### config.mk
export PLATFORM = sky130hd
export DESIGN_NAME = tccw_queue
export DESIGN_NICKNAME = d
export VERILOG_FILES = /design/src/rtl/tccw_pkg.sv /design/src/rtl/tccw_queue.sv
export SDC_FILE = /design/constraint.sdc
export NUM_CORES = 1
export LEC_CHECK = 0
export BUFFER_PORTS_ARGS = -buffer_cell sky130_fd_sc_hd__buf_2
export CAP_MARGIN = 15
export CORE_AREA = 10 10 81 83
export DETAILED_ROUTE_END_ITERATION = 8
export DIE_AREA = 0 0 91 93
export PLACE_DENSITY = 0.82
export SLEW_MARGIN = 20
export SYNTH_ARGS = -nofsm -noshare
export SYNTH_HDL_FRONTEND = slang
export SYNTH_SLANG_ARGS = --single-unit
### constraint.sdc
create_clock -name clock -period 3.2 [get_ports clock]
set_clock_uncertainty 0.2 [all_clocks]
set_input_delay 0.48 -clock clock [delete_from_list [all_inputs] [get_ports clock]]
set_output_delay 0.48 -clock clock [all_outputs]
set_load 0.02 [all_outputs]
### src/rtl/tccw_pkg.sv
package tccw_pkg;

   localparam int COLUMNS     = 80;
   localparam int ROWS        = 25;
   localparam int CELLS       = COLUMNS * ROWS;
   localparam int COL_W       = 7;
   localparam int LINE_W      = 5;
   localparam int ADDR_W      = 11;
   localparam int CHAR_W      = 8;
   localparam int ATTR_W      = 8;
   localparam int COLOR_W     = 4;
   localparam int CELL_W      = CHAR_W + ATTR_W;
   localparam int QUEUE_DEPTH = 2;
   localparam int QPTR_W      = 1;
   localparam int QCNT_W      = 2;

   localparam logic [COL_W-1:0]   COL_MAX       = COL_W'(COLUMNS - 1);
   localparam logic [COL_W-1:0]   COL_LIMIT     = COL_W'(COLUMNS);
   localparam logic [LINE_W-1:0]  LINE_MAX      = LINE_W'(ROWS - 1);
   localparam logic [ADDR_W-1:0]  CELLS_END     = ADDR_W'(CELLS);
   localparam logic [ADDR_W-1:0]  LAST_CELL     = ADDR_W'(CELLS - 1);
   localparam logic [ADDR_W-1:0]  ROW_SPAN      = ADDR_W'(COLUMNS);
   localparam logic [ADDR_W-1:0]  LAST_ROW_BASE = ADDR_W'((ROWS - 1) * COLUMNS);

   localparam logic [CHAR_W-1:0]  BLANK_CHAR    = 8'h20;
   localparam logic [CHAR_W-1:0]  NEWLINE_CHAR  = 8'h0A;
   localparam logic [COLOR_W-1:0] FG_RESET      = 4'd14;
   localparam logic [COLOR_W-1:0] BG_RESET      = 4'd8;

   typedef enum logic [1:0] {
      CMD_PUT   = 2'd0,
      CMD_CLEAR = 2'd1,
      CMD_SET   = 2'd2,
      CMD_READ  = 2'd3
   } command_type;

   typedef enum logic {
      CSR_FOREGROUND = 1'b0,
      CSR_BACKGROUND = 1'b1
   } csr_index_type;

   typedef enum logic [2:0] {
      OP_PUT_CHAR,
      OP_NEWLINE,
      OP_CLEAR,
      OP_SET,
      OP_READ
   } op_kind_type;

   typedef struct packed {
      command_type        command;
      logic [CHAR_W-1:0]  character;
      logic [COL_W-1:0]   column_in;
      logic [LINE_W-1:0]  line_in;
   } req_type;

   typedef struct packed {
      logic [COL_W-1:0]   cursor_column_out;
      logic [LINE_W-1:0]  cursor_line_out;
      logic [ADDR_W-1:0]  cursor_offset;
      logic [CHAR_W-1:0]  read_character;
      logic [ATTR_W-1:0]  read_attribute;
   } rsp_type;

   typedef struct packed {
      op_kind_type        kind;
      logic [CHAR_W-1:0]  character;
      logic [COL_W-1:0]   column;
      logic [LINE_W-1:0]  line;
      logic [ADDR_W-1:0]  addr;
   } cmd_item_type;

   typedef struct packed {
      logic               valid;
      logic               full;
   } queue_status_type;

   typedef struct packed {
      logic               init_busy;
   } back_status_type;

   function automatic logic [ADDR_W-1:0] cell_addr(input logic [LINE_W-1:0] row,
                                                   input logic [COL_W-1:0] col);
      return ADDR_W'(row) * ROW_SPAN + ADDR_W'(col);
   endfunction

endpackage

### src/rtl/tccw_queue.sv
module tccw_queue import tccw_pkg::*; (
   input  logic             clock,
   input  logic             reset,
   input  logic             push,
   input  cmd_item_type     push_item,
   input  logic             pop,
   output queue_status_type q_status,
   output cmd_item_type     head_item
);

   cmd_item_type      entry_ff [QUEUE_DEPTH];
   logic [QPTR_W-1:0] wr_ptr_ff, wr_ptr_in;
   logic [QPTR_W-1:0] rd_ptr_ff, rd_ptr_in;
   logic [QCNT_W-1:0] count_ff, count_in;
   logic              do_push, do_pop;

   assign q_status.valid = (count_ff != '0);
   assign q_status.full  = (count_ff == QCNT_W'(QUEUE_DEPTH));
   assign head_item      = entry_ff[rd_ptr_ff];
   assign do_push        = push & ~q_status.full;
   assign do_pop         = pop & q_status.valid;

   always_comb begin
      wr_ptr_in = do_push ? wr_ptr_ff + 1'b1 : wr_ptr_ff;
      rd_ptr_in = do_pop ? rd_ptr_ff + 1'b1 : rd_ptr_ff;
      count_in  = count_ff;
      if (do_push && !do_pop) begin
         count_in = count_ff + 1'b1;
      end else if (do_pop && !do_push) begin
         count_in = count_ff - 1'b1;
      end
   end

   always_ff @(posedge clock) begin
      if (do_push) begin
         entry_ff[wr_ptr_ff] <= push_item;
      end
      if (reset) begin
         wr_ptr_ff <= '0;
         rd_ptr_ff <= '0;
         count_ff  <= '0;
      end else begin
         wr_ptr_ff <= wr_ptr_in;
         rd_ptr_ff <= rd_ptr_in;
         count_ff  <= count_in;
      end
   end

endmodule

# Word-level counts from Yosys, hierarchy flattened
# Memory sizes are Yosys's and may differ from the RTL's. A register that Yosys moved wholly into a read port is not among the register bits.
# Index checks and enable logic that the tools add are counted.
# word_totals
ff_bits,4
ramBits,68
in_bits,38
out_inout_bits,36
word_cells,24
mem_count,1
# memory_table
memory,depth,width,read_ports,rd_ports_with_merged_regs,write_ports,line_no,source
entry_ff,2,34,1,1,1,tccw_queue.sv:11,cmd_item_type entry_ff [QUEUE_DEPTH];
# classes
n_addsub,4
n_eq_ne,1
mux,6
bitwise_logic,3
n_reduce_logical,6
# ops
op,n
1-bit two-way mux,4
2-bit two-way mux,2
2-bit nonzero test,2
"1-bit adder, second input constant",2
"2-bit by 1-bit adder with 2-bit output, second input constant",1
1-bit AND,2
"2-bit equality test, second input constant",1
1-bit logical AND,2
1-bit logical NOT,2
"2-bit by 1-bit subtractor with 2-bit output, second input constant",1
1-bit NOT,1

# Longest topological paths before layout
# depth
depth_word,7
ltp_mapped,6
depth_no_buf,6

# Worst setup path before layout
# Ideal clock, no wire load.
# synth_timing
path_type,in2reg
from,input port push
to,"memory entry_ff[0][0] in the netlist's numbering, enable pin"
setup_ns,0.389
arrival_ns,1.558
required_time_ns,2.611
path_slack_ns,1.053
stages,3
path_buffers,0
path_cell_list,inv_1 -> or3_1 -> inv_1
# synth_between
elab_chain_cells,3
# synth_rtl
element,line_no,source
start: declaration,tccw_queue.sv:4,"input logic push,"
1-bit AND,tccw_queue.sv:20,assign do_push = push & ~q_status.full;
1-bit two-way mux,tccw_queue.sv:35,if (do_push) begin
1-bit two-way mux (implied by the code),tccw_queue.sv:36,entry_ff[wr_ptr_ff] <= push_item;
end: declaration,tccw_queue.sv:11,
# Every way passes these cells.

==> metrics <==
commonest non-fill, non-tap cell in the layout buf_2; setup violators final 0; sequential area share after synthesis 80.2%; Skew-Pair Late Insertion Delay 0.33 ns; CP top delay family buffers and inverters; final period utilization 67.8%; vias per std cell 4.82; largest area contributor in the netlist edfxtp_1; minimum clock period 2.17 ns; Final Hold Vio Count 0; CTS Buf Count 9; Hold-fix buffers, CTS 0; Syn Area/Cell 20.4 um2; Yosys top cell area share 76.5%; synthesized instance count 131; #FFs+latches synth 73; setup_tns 0 ns; detailed-route via count 1403; Final Max Slew Viols 0; post-CTS sizing 0; Area contributors post-synth edfxtp_1 (76%), mux2_2 (14%), dfxtp_1 (3.7%); GRT Util Overall 12.6%; clock transition at the registers of the reported paths 0.08 ns; pre-CTS WS 1.18 ns; synth unique cells 15; RSZ-0062 raised after global routing false; vias in the first global route 1668; Hold Crit Depth 1; TritonCTS clock tree built; WP buf/inv 2; Leakage 1.33 nW; Max-cap violations 0; first-pass GRT wire length 8160 um; CP max stage cell mux2_2; number of diodes 0; Slew headroom 69.7%; initial antenna violation count 0; htree depth 3; syn_nets 170; Starting DRT DRC Count 101; Die Wd 91 um; first drt pass iteration count 3; Post-CTS Setup Repair Bufs 0; drt wl/cell 17.4 um; f_max 461 MHz; Final #Nets 255; # DRC 0; die height 93 um; Routed WL 5060 um; critical-path cell list buf_4, mux2_2, buf_2; IO Pins 74; worst-case vdd ir drop 0.000573 V; root buf cell clkbuf_8; fin area 3450 um2; Starting Density 53.3%; standard-cell rows 26; WS Path Type reg2out; largest net degree at the start of global routing 35; yosys warns 0; Post-DRT Antenna Nets 0; area delta synth->final 29.1%; CP max stage delay 0.38 ns; Worst EP required 2.52 ns; FILL cells 362; core area 5010 um2; HP Class in2reg; critical path depth 3; type of origin of the critical path flop; Final GP Congestion 0.691; PD cells 907 nW/um2; Worst Setup End Kind output port; Cell Area, Placed 3140 um2; Worst Tran Pin Value 0.455 ns; outcome finished, final reports clean; IO buf count 73; Critical Path AT 1.49 ns; post-route setup slack 1.03 ns; Detailed Place HPWL 3510 um; Power, Total 3.13 mW; full die area 8460 um2; most frequent cells in the layout buf_2 (73), edfxtp_1 (68), mux2_2 (34); clk sinks 73; clock buffer depth 2; layout cells sized above 1 58.8%; path depth of the worst reg2reg path 4; crit path max fanout 19; grt ovf 0; synthesized area 2670 um2
final timing paths:
| path | from | endpoint | slack (ns) |
|---|---|---|---|
| setup / recovery | flop | head_item[5] | 1.03 |
| hold / removal | push_item[18] | entry_ff[1][18] | 0.13 |
| setup reg to reg | count_ff[1] | entry_ff[0][33] | 1.32 |
| hold reg to reg | wr_ptr_ff | wr_ptr_ff | 0.29 |
worst register-to-register path, stage by stage, from the launching register on:
cell and delay, ns:
dfxtp_1 0.34, nor2b_2 0.18, or3_1 0.33, inv_1 0.07, buf_4 0.40
layout make-up:
cell class	instances	area, um2	area share (%)
flip-flops and latches	73	2140	62.1
multi-input cells	52	495	14.4
clock buffers	9	124	3.59
repair buffers	78	403	11.7
well taps	70	87.6	2.54
inverters	2	7.51	0.218
clock inverters	7	189	5.48
synth_stat cells:
master / number
a21oi_1: 2
and2_1: 1
buf_2: 2
buf_4: 2
dfxtp_1: 5
edfxtp_1: 68
ha_1: 1
inv_1: 2
mux2_2: 34
nor2_1: 4
nor2b_2: 1
o21ai_0: 3
or2_2: 1
or3_1: 2
xor2_1: 3
cell families after synthesis:
group / after synthesis / share of synthesized area [%]
XOR/XNOR: 3 / 0.984
flip-flops: 73 / 80.2
adder cells (fa/ha/maj): 1 / 0.469
buffers and inverters: 6 / 1.22
AND/OR/NAND/NOR: 9 / 1.83
multiplexers: 34 / 14.3
AO/OA/AOI/OAI: 5 / 0.937
per-stage QoR:
step | instances | hold WS (ns) | util (%)
floorplan | 131 | 0.252 | -
global placement | 275 | 0.274 | 62.6
detailed placement | 275 | 0.283 | 62.6
CTS | 291 | 0.111 | 68.8
global route | 291 | 0.108 | 68.8
finish | 291 | 0.128 | 68.8
report_power, final:
part	leakage, nW	internal (mW)	switching [mW]
clock network	0.154	0.757	0.329
logic	0.501	0.321	0.477
registers	0.676	1.20	0.0418
total	1.33	2.28	0.848
flip-flops by register name, indices dropped and copies added (netlist names), named ones only:
register	flops
entry_ff	68
wr_ptr_ff	1
count_ff	2
rd_ptr_ff	1
per-layer routing:
layer	share of wire (%)	wire [um]	up-vias	GRT usage, %
met3	5.7	290	10	4.56
met5	0	0	-	0
met4	1.9	98	0	7.44
met2	56	2830	35	22.6
met1	36	1840	680	12.1
li1	-	-	678	-
No activity file was read; power rests on OpenSTA's default activity.
