`src/rtl/tccw_pkg.sv`:
```
package tccw_pkg;

   localparam int COLUMNS     = 80;
   localparam int ROWS        = 25;
   localparam int CELLS       = COLUMNS * ROWS;
   localparam int COL_W       = 7;
   localparam int LINE_W      = 5;
   localparam int ADDR_W      = 11;
   localparam int CHAR_W      = 8;
   localparam int ATTR_W      = 8;
   localparam int COLOR_W     = 4;
   localparam int CELL_W      = CHAR_W + ATTR_W;
   localparam int QUEUE_DEPTH = 2;
   localparam int QPTR_W      = 1;
   localparam int QCNT_W      = 2;

   localparam logic [COL_W-1:0]   COL_MAX       = COL_W'(COLUMNS - 1);
   localparam logic [COL_W-1:0]   COL_LIMIT     = COL_W'(COLUMNS);
   localparam logic [LINE_W-1:0]  LINE_MAX      = LINE_W'(ROWS - 1);
   localparam logic [ADDR_W-1:0]  CELLS_END     = ADDR_W'(CELLS);
   localparam logic [ADDR_W-1:0]  LAST_CELL     = ADDR_W'(CELLS - 1);
   localparam logic [ADDR_W-1:0]  ROW_SPAN      = ADDR_W'(COLUMNS);
   localparam logic [ADDR_W-1:0]  LAST_ROW_BASE = ADDR_W'((ROWS - 1) * COLUMNS);

   localparam logic [CHAR_W-1:0]  BLANK_CHAR    = 8'h20;
   localparam logic [CHAR_W-1:0]  NEWLINE_CHAR  = 8'h0A;
   localparam logic [COLOR_W-1:0] FG_RESET      = 4'd14;
   localparam logic [COLOR_W-1:0] BG_RESET      = 4'd8;

   typedef enum logic [1:0] {
      CMD_PUT   = 2'd0,
      CMD_CLEAR = 2'd1,
      CMD_SET   = 2'd2,
      CMD_READ  = 2'd3
   } command_type;

   typedef enum logic {
      CSR_FOREGROUND = 1'b0,
      CSR_BACKGROUND = 1'b1
   } csr_index_type;

   typedef enum logic [2:0] {
      OP_PUT_CHAR,
      OP_NEWLINE,
      OP_CLEAR,
      OP_SET,
      OP_READ
   } op_kind_type;

   typedef struct packed {
      command_type        command;
      logic [CHAR_W-1:0]  character;
      logic [COL_W-1:0]   column_in;
      logic [LINE_W-1:0]  line_in;
   } req_type;

   typedef struct packed {
      logic [COL_W-1:0]   cursor_column_out;
      logic [LINE_W-1:0]  cursor_line_out;
      logic [ADDR_W-1:0]  cursor_offset;
      logic [CHAR_W-1:0]  read_character;
      logic [ATTR_W-1:0]  read_attribute;
   } rsp_type;

   typedef struct packed {
      op_kind_type        kind;
      logic [CHAR_W-1:0]  character;
      logic [COL_W-1:0]   column;
      logic [LINE_W-1:0]  line;
      logic [ADDR_W-1:0]  addr;
   } cmd_item_type;

   typedef struct packed {
      logic               valid;
      logic               full;
   } queue_status_type;

   typedef struct packed {
      logic               init_busy;
   } back_status_type;

   function automatic logic [ADDR_W-1:0] cell_addr(input logic [LINE_W-1:0] row,
                                                   input logic [COL_W-1:0] col);
      return ADDR_W'(row) * ROW_SPAN + ADDR_W'(col);
   endfunction

endpackage

```
`src/rtl/tccw_front.sv`:
```
module tccw_front import tccw_pkg::*; (
   input  logic             start,
   input  req_type          req_payload,
   input  queue_status_type q_status,
   input  back_status_type  back_status,
   output logic             busy,
   output logic             push,
   output cmd_item_type     push_item
);

   logic [COL_W-1:0]  col_c;
   logic [LINE_W-1:0] line_c;

   assign busy = q_status.full | back_status.init_busy;
   assign push = start & ~busy;

   always_comb begin
      col_c  = (req_payload.column_in > COL_MAX) ? COL_MAX : req_payload.column_in;
      line_c = (req_payload.line_in > LINE_MAX) ? LINE_MAX : req_payload.line_in;
      push_item.character = req_payload.character;
      push_item.column    = col_c;
      push_item.line      = line_c;
      push_item.addr      = cell_addr(line_c, col_c);
      case (req_payload.command)
         CMD_PUT: begin
            push_item.kind = (req_payload.character == NEWLINE_CHAR) ? OP_NEWLINE
                                                                     : OP_PUT_CHAR;
         end
         CMD_CLEAR: push_item.kind = OP_CLEAR;
         CMD_SET:   push_item.kind = OP_SET;
         CMD_READ:  push_item.kind = OP_READ;
         default:   push_item.kind = OP_SET;
      endcase
   end

endmodule

```
`config.mk`:
```
export PLATFORM = sky130hd
export DESIGN_NAME = tccw_front
export DESIGN_NICKNAME = d
export VERILOG_FILES = /design/src/rtl/tccw_pkg.sv /design/src/rtl/tccw_front.sv
export SDC_FILE = /design/constraint.sdc
export NUM_CORES = 1
export LEC_CHECK = 0
export ABC_AREA = 1
export BUFFER_PORTS_ARGS = -buffer_cell sky130_fd_sc_hd__buf_2
export CORE_MARGIN = 5
export CORE_UTILIZATION = 42
export DETAILED_ROUTE_END_ITERATION = 16
export PLACE_DENSITY = 0.95
export SYNTH_ARGS = -nofsm -noshare
export SYNTH_HDL_FRONTEND = slang
export SYNTH_SLANG_ARGS = --single-unit
```
`constraint.sdc`:
```
create_clock -name vclk -period 5
set_input_delay 0 -clock vclk [all_inputs]
set_output_delay 0 -clock vclk [all_outputs]
set_load 0.02 [all_outputs]
```
# Word-level counts from Yosys, hierarchy flattened
# Cells that the tools add are included.
totals:
  word_cells: 16
  regBits: 0
classes:
  add_sub_neg: 1
  n_eq_ne: 4
  multipliers: 1
  n_reduce_logical: 1
  muxes: 4
  bitwise_logic: 3
  order_cmp: 2
ops:
  columns: ["op", "count"]
  rows:
  - ["$pmux W3 S4", 1]
  - ["$add A11 B7 Y11", 1]
  - ["$eq A8 B4 Y1 const B", 1]
  - ["$gt A7 B7 Y1 const B", 1]
  - ["$mul A5 B3 Y7 const B", 1]
  - ["$mux W7", 1]
  - ["$gt A5 B5 Y1 const B", 1]
  - ["$mux W5", 1]
  - ["$eq A2 B2 Y1 const B", 2]
  - ["$eq A2 B1 Y1 const B", 1]
  - ["$logic_not A2 Y1", 1]
  - ["$and A1 B1 Y1", 1]
  - ["$mux W1", 1]
  - ["$not A1 Y1", 1]
  - ["$or A1 B1 Y1", 1]

# Logic depth before layout (Yosys ltp)
# Gate-level depths: netlist of run 1.
depth:
  word_depth: 4
  mapped_depth: 14

# Worst setup path before layout of run 1
# No wires, ideal clock.
synth_path:
  path_type: "input port to output port"
  startpoint: "in req_payload[0] (netlist bit)"
  endpoint: "out push_item[10] (netlist bit)"
  t_arrival_ns: 2.245
  stages: 12
  slack_ns: 2.755
  t_required_ns: 5.000
  n_path_buf: 0
  path_cell_list: "nor2_1 > nand2_1 > a31oi_1 > ha_1 > ha_1 > inv_1 > fa_1 > nor2_4 > nand3_2 > inv_2 > nand2_1 > nand2_1"
synth_rtl:
  columns: ["element", "line", "text"]
  rows:
  - ["from (decl)", "tccw_front.sv:3", "input req_type req_payload,"]
  - ["to (decl)", "tccw_front.sv:8", "output cmd_item_type push_item"]

==> results by group, run 1 <==
Power
  • Combinational share of power: 100.0%
  • Switching Fraction: 63.6%
  • Sequential power share: 0%
  • Internal power: roughly 47 µW
  • P_leak: a little under 0.6 nW
  • Clock power share: 0%
  • Maximum VDD drop: a little over 0.09 mV
  • Sw Pwr: around 80 µW
  • Total Power: between 100 and 150 µW
  • Cell Pwr Density: 147 nW/µm²

Route
  • DR vias/cell: 4.71
  • Residual DRC: 0
  • Drt pass-1 iters: 3
  • Iter 0 DRT Violations: 7
  • Drt total wl: between 1500 and 2000 µm
  • Routed len/inst: approximately 11 µm
  • ANT nets after route: 0
  • Vias: 767

Floorplanning
  • CORE AREA: roughly 1500 µm²
  • Cell Rows: 14
  • I/O pin cnt: just over 60
  • Area of the die: ~2400 µm²
  • Initial Utilization: between 40 and 50%
  • Chip width: about 49 µm
  • Die Y-Extent: 49.2 µm

Hold path
  • Hold worst-path end: push_item[25]
  • Hold Crit Depth: 2
  • Min-Delay Path Class: primary input to primary output
  • Beginning of the worst hold path: req_payload[14]

STA
  • Slew HR: 65.6%
  • Max Fclk: 438 MHz
  • Unrepaired setup endpoints after global routing: no
  • Final Cycle Share: between 40% and 50%
  • Endpoints failing setup: 0
  • Post-layout min period: approximately 2300 ps
  • Final slew viol count: 0
  • Hold Vio Cnt, Final: 0
  • Worst-Margin Slew: between 500 and 600 ps
  • Setup TNS: 0 ps

Flow run
  • Max Cap Viol: 0

Place
  • Final GP Congestion: roughly 0.74
  • DP HPWL: between 1500 and 2000 µm
  • # port buffers: roughly 60

Synthesis
  • Synth Area in Adders: between 20 and 30%
  • Post-synthesis instance total: between 100 and 150
  • Syn Area/Cell: 6.38 µm²
  • Synth cell types: 21
  • Synth Area in XOR/XNOR: a little over 4%
  • Syn Std Cell Area: 644 µm²
  • Sequential-to-total area share from yosys stat: 0%
  • Synth Area in Compound Gates: between 6 and 7%
  • Post-synthesis mux area share: 0%
  • Post-synth top area share: 23.3%
  • Area leader, netlist: ha_1
  • Largest family of logic cells by synthesized area: simple AND/OR/NAND/NOR gates
  • Post-Syn Nets: around 140
  • Simple-gate area share of the yosys netlist: 31.8%
  • Yosys warns: 0
  • Top post-synthesis cells by area: ha_1, buf_4, nand2_1, inv_1, fa_1

Global routing
  • First-pass GRT wire length: between 2000 and 3000 µm
  • Antenna violations before repair: 0
  • Vias in the first global route: ~750
  • Overflow after GRT: 0
  • Largest net degree at the start of global routing: 8
  • Total GRT Usage: between 10% and 20%

Finish
  • Final core occ: 58.3%
  • Area grow syn2layout: 34.8%
  • Seq. cell area: 0 µm²
  • Antenna cells: 0
  • Layout net count: about 190
  • Fillers: approximately 120
  • FF+latch count: 0
  • Clk_buf instances: 0
  • Layout cell share with drive strength beyond 1: 47.6%

Status
  • Status: complete, no violations

Clock tree
  • Post-CTS Setup Bufs: 0
  • Post-cts repair resize count: 0
  • Post-CTS Hold Buffers: 0

Critical path
  • Crit path max-delay family: adder cells
  • CP required: 5000 ps
  • Critical path peak fanout: 4
  • Slowest Stage Delay on Critical Path: 470 ps
  • Kind of critical path: primary input to primary output
  • Critical path's slowest cell: fa_1
  • Crit. Startpoint: req_payload[0]
  • CP endpoint kind: primary output
  • Arrival @ worst endpoint: around 2300 ps
  • WP buf/inv: 4
  • Critical path, cell by cell: buf_2 > nor2_1 > nand2_1 > a31oi_1 > ha_1 > ha_1 > inv_1 > fa_1 > nor2_4 > nand3_2 > inv_2 > nand2_1 > nand2_1 > buf_2
  • Startpoint types: primary input
  • Crit-path most repeated cell: nand2_1
[layout by cell type, fill, tap and decap left out]
cell type  instances
a21boi_0           1
nor2_4             1
ha_1              12
buf_2             61
and2_1             1
a31oi_1            1
fa_1               2
xor2_1             3
inv_1             20
nand3_1            3
o22ai_1            1
nand2_1           21
a21oi_1            2
nand3_2            4
inv_2              2
nor2_1             6
nand4_1            2
o21ai_2            1
nand2_2            1
or2_1              2
[kinds of logic (layout without fill, tap and decap cells)]
group,after synthesis,after routing
simple gates,41,41
buf+inv,37,83
xor+xnor,3,3
compound gates,6,6
fa+ha+maj,14,14
[cells in the mapped netlist]
library cell and n:
a31oi_1 1, ha_1 12, nor2_1 6, inv_1 20, fa_1 2, xor2_1 3
nand3_1 3, nand4_1 2, nor2_4 1, a21boi_0 1, nand2_1 21, nand2_2 1
o21ai_2 1, clkbuf_1 3, a21oi_1 2, buf_4 12, and2_1 1, or2_1 2
inv_2 2, nand3_2 4, o22ai_1 1
[per-layer routing]
| metal | vias to the layer above | global-route usage, % | wire [µm] |
|---|---|---|---|
| li1 | 392 | - | - |
| met1 | 339 | 12.4 | 566 |
| met2 | 36 | 31.1 | 994 |
| met3 | 0 | 2.14 | 172 |
| met4 | 0 | 0 | 0 |
| met5 | - | 0 | 0 |
[final cells by class]
cell class	count	area (µm²)	area share (%)
Inverter	22	82.6	9.51
Timing Repair Buffer	61	305	35.2
Multi-Input combinational cell	64	460	53.0
Tap cell	16	20.0	2.31
[stage by stage]
step           setup WS [ps]  instance area [µm²]  cells  hold slack (ps)
3_3_place_gp            2790                  868    163              233
6_report                2720                  868    163              234
5_1_grt                 2430                  868    163              243
3_5_place_dp            2710                  868    163              237
2_1_floorplan           2760                  644    101              113
4_1_cts                 2710                  868    163              237
[power by group through the flow]
stage                     clock (mW)  combinational [mW]  sequential (mW)
after detailed placement           0               0.129                0
after global routing               0               0.142                0
after CTS                          0               0.130                0
after global placement             0               0.126                0
final                              0               0.128                0
after floorplan                    0              0.0943                0
[how the worst max path moves through the flow]
stage | endpoint | slack, ps | cells after the start
after floorplan | push_item[10] | 2760 | 12
after global placement | push_item[10] | 2790 | 14
after detailed placement | push_item[10] | 2710 | 14
after CTS | push_item[10] | 2710 | 14
after global routing | push_item[10] | 2430 | 14
final | push_item[10] | 2720 | 14
Note: power is estimated with default switching activity, not from simulation.
==> run 2: changes to the inputs <==
--- a/config.mk
+++ b/config.mk
@@ -5,12 +5,12 @@
 export SDC_FILE = /design/constraint.sdc
 export NUM_CORES = 1
 export LEC_CHECK = 0
-export ABC_AREA = 1
+export ABC_AREA = 0
 export BUFFER_PORTS_ARGS = -buffer_cell sky130_fd_sc_hd__buf_2
 export CORE_MARGIN = 5
-export CORE_UTILIZATION = 42
+export CORE_UTILIZATION = 32
 export DETAILED_ROUTE_END_ITERATION = 16
-export PLACE_DENSITY = 0.95
+export PLACE_DENSITY = 0.86
 export SYNTH_ARGS = -nofsm -noshare
 export SYNTH_HDL_FRONTEND = slang
 export SYNTH_SLANG_ARGS = --single-unit
==> constraint.sdc (replaced) <==
create_clock -name vclk -period 1.9
set_input_delay 0 -clock vclk [all_inputs]
set_output_delay 0 -clock vclk [all_outputs]
set_load 0.02 [all_outputs]
==> results by group, run 2 <==
Finish
  • Layout cell share with drive strength beyond 1: between 60 and 70%
  • Fin area: roughly 930 µm²
  • Clk_buf instances: 0
  • Layout net count: roughly 170
  • Most common cell after layout, fill and taps aside: buf_2
  • FF+latch count: 0
  • Area grow syn2layout: 71.8%
  • Antenna cells: 0
  • Most frequent cells in the layout: buf_2, buf_4, ha_1
  • Seq. cell area: 0 µm²
  • Final Non-Filler Cells: between 100 and 150

Route
  • ANT nets after route: 0
  • Drt total wl: 1730 µm
  • Vias: roughly 640
  • Routed len/inst: 12.4 µm
  • Iter 0 DRT Violations: 0
  • DR vias/cell: around 4.5
  • Residual DRC: 0
  • Drt pass-1 iters: 1

STA
  • Hold_ws: 232 ps
  • Unrepaired setup endpoints after global routing: yes
  • Worst setup margin: -113 ps
  • Final slew viol count: 0
  • Setup TNS: -113 ps
  • Slew HR: about three quarters
  • Endpoints failing setup: 1
  • Post-layout min period: between 2000 and 2500 ps
  • Worst-Margin Slew: roughly 390 ps
  • Hold Vio Cnt, Final: 0
  • Final Cycle Share: 106%
  • Max Fclk: 497 MHz

Place
  • Area post-placement: 890 µm²
  • DP HPWL: 1610 µm
  • Final GP Congestion: between 0.7 and 0.8
  • # port buffers: 61
  • Dpl ws: -252 ps
  • Cells after DPL: 140

Status
  • Failing checks: setup timing
  • Status: finished, violations left

Synthesis
  • Post-Syn Nets: between 100 and 150
  • Post-synthesis instance total: slightly below 70
  • Synth top cells by count: buf_4, ha_1, inv_1
  • Syn Std Cell Area: 541 µm²
  • Synth cell types: 22
  • Syn Area/Cell: roughly 7.9 µm²
  • Sequential-to-total area share from yosys stat: 0%
  • Top post-synthesis cells by area: ha_1, buf_4, fa_1, xnor2_1, inv_1
  • Area leader, netlist: ha_1
  • Post-synth top area share: between 20% and 30%
  • Yosys warns: 0

Critical path
  • Slowest Stage Delay on Critical Path: 350 ps
  • Startpoint types: primary input
  • CP required: about 1900 ps
  • WP buf/inv: 3
  • Critical path, cell by cell: buf_8 > nand2_4 > and2_4 > ha_4 > ha_4 > inv_2 > fa_2 > xor2_2 > nor4b_2 > xor2_1 > xnor2_2 > buf_4
  • CP endpoint kind: primary output
  • Crit path max-delay family: adder cells
  • Critical path's slowest cell: fa_2
  • Crit-path most repeated cell: ha_4
  • Kind of critical path: primary input to primary output
  • Critical path peak fanout: 3
  • Arrival @ worst endpoint: between 2000 and 2500 ps

Floorplanning
  • I/O pin cnt: between 60 and 70
  • Die Y-Extent: 51.1 µm
  • Cell Rows: 14
  • Area of the die: approximately 2600 µm²
  • Chip width: about 50 µm
  • CORE AREA: between 1500 and 2000 µm²
  • Initial Utilization: 34.7%

Global routing
  • Largest net degree at the start of global routing: 6
  • Vias in the first global route: 686
  • Antenna violations before repair: 0
  • Total GRT Usage: between 10 and 15%
  • First-pass GRT wire length: roughly 2800 µm
  • Overflow after GRT: 0

Clock tree
  • Post-CTS Hold Buffers: 0
  • Post-CTS Setup Bufs: 0

Hold path
  • Min-Delay Path Class: primary input to primary output

Power
  • P_leak: 0.547 nW
  • Maximum VDD drop: between 0.2 and 0.25 mV
  • Cell Pwr Density: 403 nW/µm²

Flow run
  • Max Cap Viol: 0
[run 2: through the flow]
step	utilization (%)	power, mW
after floorplan	-	0.245
after global placement	57.1	0.355
after detailed placement	57.1	0.363
after CTS	59.1	0.376
after global routing	59.6	0.407
final	59.6	0.374
[run 2: what timing repair did]
action / 4_1_cts / 5_1_grt
endpoints found under the hold margin: 0 / 0
endpoints found under the setup margin: 2 / 2
gates resized for setup: 7 / 2
cloned: 0 / 0
pin swaps: 8 / 2
[run 2: area by class of cell]
cell class	instances	area [µm²]
well taps	16	20.0
inverters	7	26.3
fillers	137	631
multi-input cells	46	479
repair buffers	71	403
[run 2: per-layer routing]
layer  vias to the layer above  wire [µm]  global-route usage, %
met5                         -          0                      0
met3                         2        174                   1.45
met4                         0         19                   1.35
met2                        39        913                   29.8
met1                       275        623                   11.9
li1                        319          -                      -
[run 2: final timing paths]
path | from | to | slack, ps | depth (start not counted)
max | req_payload[4] | push_item[10] | -110 | 12
min | req_payload[13] | push_item[24] | 230 | 2
[run 2: power by group]
group	internal [mW]	switching, mW	total (mW)	leakage, nW
Sequential	0	0	0	0
Clock	0	0	0	0
Combinational	0.170	0.205	0.374	0.547
[run 2: cells by family (layout without fill, tap and decap cells)]
family,after synthesis,after routing,synth area share [%]
buffers and inverters,22,78,23.6
XOR/XNOR,7,7,11.3
AO/OA/AOI/OAI,7,7,7.41
adder cells (fa/ha/maj),14,14,35.2
AND/OR/NAND/NOR,18,18,22.5
